File: config.mk
export PLATFORM = sky130hd
export DESIGN_NAME = buffer_cache_directory_lru_flat
export DESIGN_NICKNAME = d
export VERILOG_FILES = /design/src/sv/bcd_pkg.sv /design/src/sv/bcd_if.sv /design/src/sv/buffer_cache_directory_lru.sv /design/src/flat_wrapper.sv
export SDC_FILE = /design/constraint.sdc
export NUM_CORES = 2
export LEC_CHECK = 0
export BUFFER_PORTS_ARGS = -buffer_cell sky130_fd_sc_hd__buf_2
export CORE_UTILIZATION = 23
export DETAILED_ROUTE_END_ITERATION = 8
export GPL_TIMING_DRIVEN = 0
export HOLD_SLACK_MARGIN = 0.15
export PLACE_DENSITY_LB_ADDON = 0.25
export SYNTH_ARGS = -nofsm -noshare
export SYNTH_HDL_FRONTEND = slang
export SYNTH_SLANG_ARGS = --single-unit
File: constraint.sdc
create_clock -name clock -period 13.7 [get_ports clock]
set_input_delay 1.37 -clock clock [delete_from_list [all_inputs] [get_ports clock]]
set_output_delay 1.37 -clock clock [all_outputs]
set_load 0.03 [all_outputs]
File: src/sv/bcd_pkg.sv
// Package for the buffer cache directory: function codes, result codes, types.
// No dependencies.
`timescale 1ns / 1ps
package bcd_pkg;
   localparam logic [2:0] FUNC_GET   = 3'd0;
   localparam logic [2:0] FUNC_PUT   = 3'd1;
   localparam logic [2:0] FUNC_DIRTY = 3'd2;
   localparam logic [2:0] FUNC_SYNC  = 3'd3;
   localparam logic [2:0] FUNC_SALL  = 3'd4;
   localparam logic [2:0] FUNC_INVAL = 3'd5;

   localparam logic [1:0] KIND_REPLY = 2'd0;
   localparam logic [1:0] KIND_WBACK = 2'd1;
   localparam logic [1:0] KIND_FILL  = 2'd2;

   localparam logic [1:0] ST_OK     = 2'd0;
   localparam logic [1:0] ST_INVAL  = 2'd1;
   localparam logic [1:0] ST_PINNED = 2'd2;

   localparam int          PIN_BITS   = 16;
   localparam int          STAMP_BITS = 64;
   localparam logic [15:0] PIN_MAX    = 16'hFFFF;

   typedef struct packed {
      logic [2:0]  func;
      logic [7:0]  dev_id;
      logic [31:0] blk_num;
      logic [3:0]  slot_index;
   } req_type;

   typedef struct packed {
      logic [1:0]  kind;
      logic [1:0]  status;
      logic [3:0]  out_slot;
      logic [7:0]  out_dev;
      logic [31:0] out_block;
      logic        last;
   } rsp_type;
endpackage

File: src/sv/bcd_if.sv
// Valid/ready channel interface carrying one payload.
// Depends on bcd_pkg for payload types.
`timescale 1ns / 1ps
interface bcd_req_if import bcd_pkg::*; ();
   logic    valid;
   logic    ready;
   req_type data;
   modport source (output valid, output data, input ready);
   modport sink   (input valid, input data, output ready);
endinterface

interface bcd_rsp_if import bcd_pkg::*; ();
   logic    valid;
   logic    ready;
   rsp_type data;
   modport source (output valid, output data, input ready);
   modport sink   (input valid, input data, output ready);
endinterface

File: src/sv/buffer_cache_directory_lru.sv
// Channel   | Dir | Handshake    | Payload
// req       | in  | valid/ready  | func, dev_id, blk_num, slot_index
// rsp       | out | valid/ready  | kind, status, out_slot, out_dev, out_block, last
// One sequencer walks the slots one per cycle (a sync all / invalidate walk only while the
// output is free); get uses one shared compare unit (tag match, free slot, oldest stamp),
// then loads its hit reply or first request: a fill request before the reply, or for a dirty
// victim a write-back, a fill request and the reply. Sync all and invalidate load write-backs
// in the walk, then the final reply. Put, mark dirty and sync load the reply from decode
// (sync: a write-back first). Each result waits in the output register until taken; the
// sequencer stalls meanwhile, and a new request is taken only when idle with nothing waiting.
// Synchronous active-high reset clears all directory flags, pins, stamps and clock.
// Depends on bcd_pkg and bcd_if.
`timescale 1ns / 1ps
module buffer_cache_directory_lru import bcd_pkg::*; #(
   parameter int SLOTS      = 16,
   parameter int DEV_BITS   = 8,
   parameter int BLOCK_BITS = 32
) (
   input logic     clock,
   input logic     reset,
   bcd_req_if.sink req,
   bcd_rsp_if.source rsp
);
   localparam int SB = (SLOTS > 1) ? $clog2(SLOTS) : 1;
   localparam int CB = $clog2(SLOTS + 1);

   localparam logic [2:0] S_IDLE = 3'd0;
   localparam logic [2:0] S_HIT  = 3'd1;
   localparam logic [2:0] S_VIC  = 3'd2;
   localparam logic [2:0] S_DEC  = 3'd3;
   localparam logic [2:0] S_SCAN = 3'd4;
   localparam logic [2:0] S_FILL = 3'd5;
   localparam logic [2:0] S_FIN  = 3'd6;
   localparam logic [2:0] S_WFIL = 3'd7;

   // directory storage
   logic [SLOTS-1:0]      used_ff, dirty_ff;
   logic [DEV_BITS-1:0]   dev_ff   [SLOTS];
   logic [BLOCK_BITS-1:0] blk_ff   [SLOTS];
   logic [PIN_BITS-1:0]   pins_ff  [SLOTS];
   logic [STAMP_BITS-1:0] stamp_ff [SLOTS];
   logic [STAMP_BITS-1:0] clock_ff;

   // sequencer state
   logic [2:0]            state_ff;
   logic [2:0]            state_in;
   logic [CB-1:0]         cnt_ff;
   req_type               r_ff;
   logic [DEV_BITS-1:0]   devq_ff;
   logic [BLOCK_BITS-1:0] blkq_ff;
   logic                  hit_ff, free_ff, clean_ff, any_ff;
   logic [SB-1:0]         hslot_ff, fslot_ff, cslot_ff, aslot_ff;
   logic [STAMP_BITS-1:0] cst_ff, ast_ff;
   logic                  ov_ff;
   rsp_type               od_ff;

   logic [SB-1:0] cur;
   logic [SB-1:0] ridx;
   logic          ridx_ok;
   assign cur     = cnt_ff[SB-1:0];
   assign ridx    = SB'(r_ff.slot_index);
   assign ridx_ok = ({28'd0, r_ff.slot_index} < 32'(SLOTS));

   assign req.ready = (state_ff == S_IDLE) && !ov_ff;
   assign rsp.valid = ov_ff;
   assign rsp.data  = od_ff;

   function automatic rsp_type mk(logic [1:0] k, logic [1:0] st, logic [3:0] sl,
                                  logic [7:0] d, logic [31:0] b, logic l);
      rsp_type t;
      t.kind = k; t.status = st; t.out_slot = sl; t.out_dev = d;
      t.out_block = b; t.last = l;
      return t;
   endfunction

   logic [7:0]  odev;
   logic [31:0] oblk;
   logic [7:0]  qdev;
   logic [31:0] qblk;
   assign odev = 8'(dev_ff[cur]);
   assign oblk = 32'(blk_ff[cur]);
   assign qdev = 8'(devq_ff);
   assign qblk = 32'(blkq_ff);

   // shared compare unit: one slot per cycle
   logic c_match, c_older_clean, c_older_any;
   assign c_match = used_ff[cur] && dev_ff[cur] == devq_ff && blk_ff[cur] == blkq_ff;
   assign c_older_clean = pins_ff[cur] == '0 && !dirty_ff[cur] &&
                          (!clean_ff || stamp_ff[cur] < cst_ff);
   assign c_older_any = pins_ff[cur] == '0 && (!any_ff || stamp_ff[cur] < ast_ff);

   // walk of sync all / invalidate: unpinned slot of the device (invalidate); write-back needed
   logic scan_match, scan_wb;
   assign scan_match = used_ff[cur] && dev_ff[cur] == devq_ff && pins_ff[cur] == '0;
   assign scan_wb    = (r_ff.func == FUNC_SALL) ? (used_ff[cur] && dirty_ff[cur]) :
                                                  (scan_match && dirty_ff[cur]);

   logic out_free;
   assign out_free = !ov_ff || rsp.ready;
   logic scan_end;
   assign scan_end = (cnt_ff == CB'(SLOTS - 1));

   // next state and output register load
   logic out_load;
   always_comb begin
      state_in = state_ff;
      out_load = 1'b0;
      unique case (state_ff)
         S_IDLE: if (req.valid && req.ready) state_in = S_DEC;
         S_DEC: begin
            if (out_free) begin
               out_load = 1'b1;
               state_in = S_IDLE;
               unique case (r_ff.func)
                  FUNC_GET: begin
                     if (devq_ff != '0) begin out_load = 1'b0; state_in = S_HIT; end
                  end
                  FUNC_SYNC: begin
                     if (ridx_ok && used_ff[ridx] && dirty_ff[ridx]) state_in = S_DEC;
                  end
                  FUNC_SALL: begin out_load = 1'b0; state_in = S_SCAN; end
                  FUNC_INVAL: begin
                     if (devq_ff != '0) begin out_load = 1'b0; state_in = S_SCAN; end
                  end
                  default: ;
               endcase
            end
         end
         S_HIT: if (scan_end) state_in = S_VIC;
         S_VIC: begin
            if (out_free) begin
               out_load = 1'b1;
               if (hit_ff) state_in = S_IDLE;
               else if (free_ff || clean_ff) state_in = S_FILL;
               else if (any_ff) state_in = S_WFIL;
               else state_in = S_IDLE;
            end
         end
         S_WFIL: if (out_free) begin out_load = 1'b1; state_in = S_FILL; end
         S_FILL: if (out_free) begin out_load = 1'b1; state_in = S_IDLE; end
         S_SCAN: begin
            if (out_free) begin
               out_load = scan_wb;
               if (scan_end) state_in = S_FIN;
            end
         end
         S_FIN: if (out_free) begin out_load = 1'b1; state_in = S_IDLE; end
         default: state_in = S_IDLE;
      endcase
   end

   // result valid flag
   always_ff @(posedge clock) begin
      if (reset) ov_ff <= 1'b0;
      else if (out_load) ov_ff <= 1'b1;
      else if (rsp.ready) ov_ff <= 1'b0;
   end

   always_ff @(posedge clock) begin
      if (reset) begin
         state_ff <= S_IDLE;
         used_ff  <= '0;
         dirty_ff <= '0;
         clock_ff <= '0;
         for (int i = 0; i < SLOTS; i++) begin
            dev_ff[i]   <= '0;
            blk_ff[i]   <= '0;
            pins_ff[i]  <= '0;
            stamp_ff[i] <= '0;
         end
      end else begin
         state_ff <= state_in;
         unique case (state_ff)
            S_IDLE: begin
               if (req.valid && req.ready) begin
                  r_ff     <= req.data;
                  devq_ff  <= DEV_BITS'(req.data.dev_id);
                  blkq_ff  <= BLOCK_BITS'(req.data.blk_num);
                  cnt_ff   <= '0;
                  hit_ff   <= 1'b0; free_ff <= 1'b0;
                  clean_ff <= 1'b0; any_ff  <= 1'b0;
               end
            end
            S_DEC: begin
               if (out_free) begin
                  unique case (r_ff.func) inside
                     FUNC_GET: begin
                        if (devq_ff == '0)
                           od_ff <= mk(KIND_REPLY, ST_INVAL, 4'd0, 8'd0, 32'd0, 1'b1);
                     end
                     FUNC_PUT, FUNC_DIRTY: begin
                        if (!ridx_ok)
                           od_ff <= mk(KIND_REPLY, ST_INVAL, r_ff.slot_index, 8'd0, 32'd0, 1'b1);
                        else begin
                           od_ff <= mk(KIND_REPLY, ST_OK, r_ff.slot_index, 8'd0, 32'd0, 1'b1);
                           if (r_ff.func == FUNC_PUT) begin
                              if (pins_ff[ridx] != '0) pins_ff[ridx] <= pins_ff[ridx] - 1'b1;
                           end else if (used_ff[ridx]) dirty_ff[ridx] <= 1'b1;
                        end
                     end
                     FUNC_SYNC: begin
                        if (!ridx_ok || !used_ff[ridx])
                           od_ff <= mk(KIND_REPLY, ST_INVAL, r_ff.slot_index, 8'd0, 32'd0, 1'b1);
                        else if (dirty_ff[ridx]) begin
                           // write-back first, reply on the next pass
                           od_ff <= mk(KIND_WBACK, ST_OK, r_ff.slot_index, 8'(dev_ff[ridx]),
                                       32'(blk_ff[ridx]), 1'b0);
                           dirty_ff[ridx] <= 1'b0;
                        end else
                           od_ff <= mk(KIND_REPLY, ST_OK, r_ff.slot_index, 8'd0, 32'd0, 1'b1);
                     end
                     FUNC_SALL: ;
                     FUNC_INVAL: begin
                        if (devq_ff == '0)
                           od_ff <= mk(KIND_REPLY, ST_INVAL, 4'd0, 8'd0, 32'd0, 1'b1);
                     end
                     default: od_ff <= mk(KIND_REPLY, ST_INVAL, 4'd0, 8'd0, 32'd0, 1'b1);
                  endcase
               end
            end
            S_HIT: begin
               // gather hit, first free, oldest clean and oldest unpinned in one walk
               if (c_match && !hit_ff) begin hit_ff <= 1'b1; hslot_ff <= cur; end
               if (!used_ff[cur] && !free_ff) begin free_ff <= 1'b1; fslot_ff <= cur; end
               if (c_older_clean) begin
                  clean_ff <= 1'b1; cslot_ff <= cur; cst_ff <= stamp_ff[cur];
               end
               if (c_older_any) begin
                  any_ff <= 1'b1; aslot_ff <= cur; ast_ff <= stamp_ff[cur];
               end
               cnt_ff <= cnt_ff + 1'b1;
            end
            S_VIC: begin
               if (out_free) begin
                  if (hit_ff) begin
                     if (pins_ff[hslot_ff] != PIN_MAX)
                        pins_ff[hslot_ff] <= pins_ff[hslot_ff] + 1'b1;
                     stamp_ff[hslot_ff] <= clock_ff + 1'b1;
                     clock_ff <= clock_ff + 1'b1;
                     od_ff <= mk(KIND_REPLY, ST_OK, 4'(hslot_ff), qdev, qblk, 1'b1);
                  end else if (free_ff) begin
                     cnt_ff <= CB'(fslot_ff);
                     od_ff <= mk(KIND_FILL, ST_OK, 4'(fslot_ff), qdev, qblk, 1'b0);
                  end else if (clean_ff) begin
                     cnt_ff <= CB'(cslot_ff);
                     od_ff <= mk(KIND_FILL, ST_OK, 4'(cslot_ff), qdev, qblk, 1'b0);
                  end else if (any_ff) begin
                     // dirty victim: write-back goes out ahead of the fill
                     cnt_ff <= CB'(aslot_ff);
                     od_ff <= mk(KIND_WBACK, ST_OK, 4'(aslot_ff), 8'(dev_ff[aslot_ff]),
                                 32'(blk_ff[aslot_ff]), 1'b0);
                  end else
                     od_ff <= mk(KIND_REPLY, ST_PINNED, 4'd0, 8'd0, 32'd0, 1'b1);
               end
            end
            S_WFIL: begin
               if (out_free) od_ff <= mk(KIND_FILL, ST_OK, 4'(cur), qdev, qblk, 1'b0);
            end
            S_FILL: begin
               // install the new tag in the victim slot
               if (out_free) begin
                  dev_ff[cur]   <= devq_ff;
                  blk_ff[cur]   <= blkq_ff;
                  dirty_ff[cur] <= 1'b0;
                  used_ff[cur]  <= 1'b1;
                  pins_ff[cur]  <= PIN_BITS'(1);
                  stamp_ff[cur] <= clock_ff + 1'b1;
                  clock_ff      <= clock_ff + 1'b1;
                  od_ff <= mk(KIND_REPLY, ST_OK, 4'(cur), qdev, qblk, 1'b1);
               end
            end
            S_SCAN: begin
               if (out_free) begin
                  if (r_ff.func == FUNC_SALL) begin
                     if (used_ff[cur] && dirty_ff[cur]) begin
                        dirty_ff[cur] <= 1'b0;
                        od_ff <= mk(KIND_WBACK, ST_OK, 4'(cur), odev, oblk, 1'b0);
                     end
                  end else if (scan_match) begin
                     if (dirty_ff[cur])
                        od_ff <= mk(KIND_WBACK, ST_OK, 4'(cur), odev, oblk, 1'b0);
                     dev_ff[cur] <= '0; blk_ff[cur] <= '0; dirty_ff[cur] <= 1'b0;
                     used_ff[cur] <= 1'b0; stamp_ff[cur] <= '0;
                  end
                  cnt_ff <= cnt_ff + 1'b1;
               end
            end
            S_FIN: begin
               if (out_free) od_ff <= mk(KIND_REPLY, ST_OK, 4'd0, 8'd0, 32'd0, 1'b1);
            end
            default: ;
         endcase
      end
   end
endmodule

File: src/flat_wrapper.sv
// flat-port wrapper written by rule: the top's interface ports become plain ports
module buffer_cache_directory_lru_flat import bcd_pkg::*;
#(
   parameter int SLOTS      = 16,
   parameter int DEV_BITS   = 8,
   parameter int BLOCK_BITS = 32
)
  (clock, reset, req_valid, req_data, req_ready, rsp_valid, rsp_data, rsp_ready);
  bcd_req_if req_i ();
  bcd_rsp_if rsp_i ();
  input logic clock;
  input logic reset;
  input wire logic [$bits(req_i.valid)-1:0] req_valid;
  input wire logic [$bits(req_i.data)-1:0] req_data;
  output wire logic [$bits(req_i.ready)-1:0] req_ready;
  output wire logic [$bits(rsp_i.valid)-1:0] rsp_valid;
  output wire logic [$bits(rsp_i.data)-1:0] rsp_data;
  input wire logic [$bits(rsp_i.ready)-1:0] rsp_ready;
  assign req_i.valid = req_valid;
  assign req_i.data = req_data;
  assign req_ready = req_i.ready;
  assign rsp_valid = rsp_i.valid;
  assign rsp_data = rsp_i.data;
  assign rsp_i.ready = rsp_ready;
  buffer_cache_directory_lru #(.SLOTS(SLOTS), .DEV_BITS(DEV_BITS), .BLOCK_BITS(BLOCK_BITS)) u_core (.clock(clock), .reset(reset), .req(req_i), .rsp(rsp_i));
endmodule
==> impl_metrics.yaml <==
run_status:
  status: "complete, but fails checks"
  failed_checks: "max-capacitance violations, max-slew violations"
clock_tree:
  clock-root-buffer: "clkbuf_16"
  cts_tree: "done"
  cts_resized: 0
  cts.path.max_buffers: 4
  htreeDepth: 5
  cts_buffers: 277
  holdBufCountCts: 0
  clk_latency_ns: 0.94
  post-cts-setup-buffers: 0
  clk_pin_slew_ns: 0.06
  cts_sinks: 2285
logic_synthesis:
  syn_inst: 7985
  seq_area_frac_synth_pct: 58.2
  synth_nets: 8170
  synthArstFlopShare_pct: 0
  synth_seq_cells: 2285
  synth_edf_count: 2169
  synth_top_family_by_area: "multiplexers"
  synthXorXnorAreaFrac_pct: 1.25
  ys.flop_type: "edfxtp_1"
  syn_area_um2: 116000
  synth_compound_area_share_pct: 3.40
  muxShareOfSynthArea_pct: 21.3
  yosysWarnings: 0
  synthSimpleGateAreaFrac_pct: 11.5
  synth_fa_ha_area_share_pct: 1.45
  ys_types: 83
  synth.avg_cell_area_um2: 14.5
final_layout:
  final_common_cell: "edfxtp_1"
  final_area_um2: 137000
  layout_common_cells: "edfxtp_1, nor2_1, mux4_2"
  final_core_util_pct: 27.3
  area_growth_pct: 18.1
  nets: 8734
  nFillCells: 51000
  stdcell_count: 15500
  drive_gt1_share_pct: 22.4
timing:
  setup_viol: 0
  hold_violations: 0
  fin_tns_setup_ns: 0
  drv_slew: 43
  grt_setup_unrepaired: "no"
  hold_ws_ns: 0.509
  worstMarginPinSlew_ns: 1.58
  maxSlewHeadroom_pct: -5.56
  fin_crit_sh_pct: 82.1
  clock_skew_ns: 0.0717
  max_freq_mhz: 88.9
  min_period_ns: 11.24
power_and_ir_drop:
  combPwrFrac_pct: 34.9
  irDropWorstVdd_uv: 174
  p_int_mw: 15.1
  p_leak_nw: 45.5
  p_sw_mw: 8.66
  cellPowerDensity_nw_per_um2: 174
  power_frac_seq_pct: 34.6
  swShare_pct: 36.4
  pwr-share-clk_pct: 30.5
floorplanning:
  dieWidth_um: 712
  pin_count: 102
  die-area_um2: 507000
  die_h_um: 712
  start_util_pct: 23.1
  core_region_area_um2: 502000
  num_rows: 260
routing:
  ant_nets: 0
  drt-total-wl_mm: 479
  dr_wl_met3_mm: 43.4
  drc: 0
  vias: 78600
  wl_met1_mm: 190
  dr_wl_met2_mm: 222
  post_drt_wl_per_cell_um: 31.0
  dr.pass1.iters: 7
  top_layer: "met5"
  drt_iter0_markers: 10200
  viasPerCell: 5.08
flow_run:
  drv_cap: 4
placed_design:
  gp_congestion: 0.900
  dpl_cell_area_um2: 128000
  dp_hpwl_mm: 339
  io_buffers: 100
  dp_cells: 14900
worst_setup_path:
  path_buf_inv: 10
  critPathCaptureType: "flip-flop"
  path_cells: "buf_2, clkbuf_1, buf_2, clkbuf_1, clkbuf_1, clkbuf_1, mux4_2, mux4_2, ha_1, nand2_1, or3_1, nor4_1, nand2_1, or4_1, a31oi_1, nor4_2, buf_4, buf_4, buf_4, buf_4"
  cp-start-kind: "flip-flop"
  worstReg2RegEnd: "u_core.ast_ff[11]"
  reg2reg_depth: 20
  path_class: "flip-flop to flip-flop"
  cp.arrival_ns: 11.88
  cp_slowest_cell: "clkbuf_1"
  crit_required_ns: 14.34
  slowest_delay_ns: 1.12
  r2r_slack_ns: 2.46
  worst-path-max-fanout: 11
  crit_family: "buffers and inverters"
grt:
  grt_pass1_wl_mm: 647
  grt_pass1_vias: 78000
  grt_max_degree: 50
  grt_usage_pct: 18.2
  antenna_found_initial: 40
  overflow: 0
hold_path:
  hold_path.class: "flip-flop to flip-flop"
  min_path_cells: 1
==> power by group through the flow <==
stage               combinational (mW)  sequential, mW  clock (mW)
global route                      8.58            8.25        7.58
floorplan                         4.54            8.38           0
detailed placement                8.21            8.36           0
global placement                  8.06            8.47           0
CTS                               8.23            8.22        7.35
finish                            8.31            8.22        7.24
==> cells in the mapped netlist, drive strengths merged (62+ instances only) <==
cell type / number / area share [%]
nor4: 72 / 0.39
a21oi: 115 / 0.50
a22oi: 78 / 0.50
nor2: 1461 / 4.7
and3: 64 / 0.35
edfxtp: 2169 / 56
xnor2: 86 / 0.65
buf: 164 / 0.71
o21ai: 124 / 0.54
inv: 164 / 0.53
dfxtp: 116 / 2.0
xor2: 79 / 0.60
clkbuf: 544 / 1.8
mux4: 1074 / 21
nand4: 72 / 0.39
ha: 134 / 1.4
nand2: 287 / 0.93
nand3: 62 / 0.31
and2: 614 / 3.3
==> layer usage <==
| layer | vias to the layer above | global-route usage [%] |
|---|---|---|
| met3 | 1025 | 4.37 |
| met4 | 22 | 7.88 |
| met2 | 4301 | 29.3 |
| li1 | 31800 | - |
| met1 | 41400 | 23.5 |
| met5 | - | 0 |
==> worst max-delay path by stage <==
stage | end | slack [ns] | depth (start not counted)
final | u_core.ast_ff[11] | 2.46 | 20
after global routing | u_core.ast_ff[24] | 2.29 | 20
after CTS | u_core.ast_ff[24] | 2.29 | 20
after detailed placement | u_core.ast_ff[16] | 2.32 | 20
after global placement | u_core.stamp_ff[0][21] | -8.99 | 9
after floorplan | u_core.cslot_ff[0] | 1.09 | 19
==> per-stage QoR <==
stage	setup WS, ns	power [mW]
after floorplan	1.09	12.9
after global placement	-8.99	16.5
after detailed placement	2.32	16.6
after CTS	2.29	23.8
after global routing	2.29	24.4
final	2.46	23.8
==> cells by family (layout without fill, tap and decap cells) <==
kind of cell,Yosys count,count (layout)
other cells,0,13
flops,2285,2285
simple gates,2821,2821
compound gates,585,585
fa+ha+maj,135,135
xor+xnor,165,165
buf+inv,873,1645
mux,1121,1121
==> registers in the layout (all words and copies together) (netlist names), 5 cells and up, named ones only <==
register and count:
u_core.ast_ff 64, u_core.clock_ff 64, u_core.stamp_ff 1024, u_core.cst_ff 64, u_core.cnt_ff 5, u_core.blkq_ff 32
u_core.devq_ff 8, u_core.dev_ff 128, u_core.rsp.data 49, u_core.pins_ff 256, u_core.blk_ff 512
==> cell type report <==
type                            instances  area, um2  share of cell area, %
Clock inverter                        140       1210                  0.881
Inverter                              165        627                  0.458
Antenna cell                           13       32.5                 0.0237
Buffer                                708       2950                   2.16
Tap cell                             6681       8360                   6.10
Multi-Input combinational cell       4827      45600                   33.3
Sequential cell                      2285      67500                   49.2
Clock buffer                          347       7410                   5.41
Timing Repair Buffer                  285       3370                   2.46
Power figures use the tool's default switching activity.
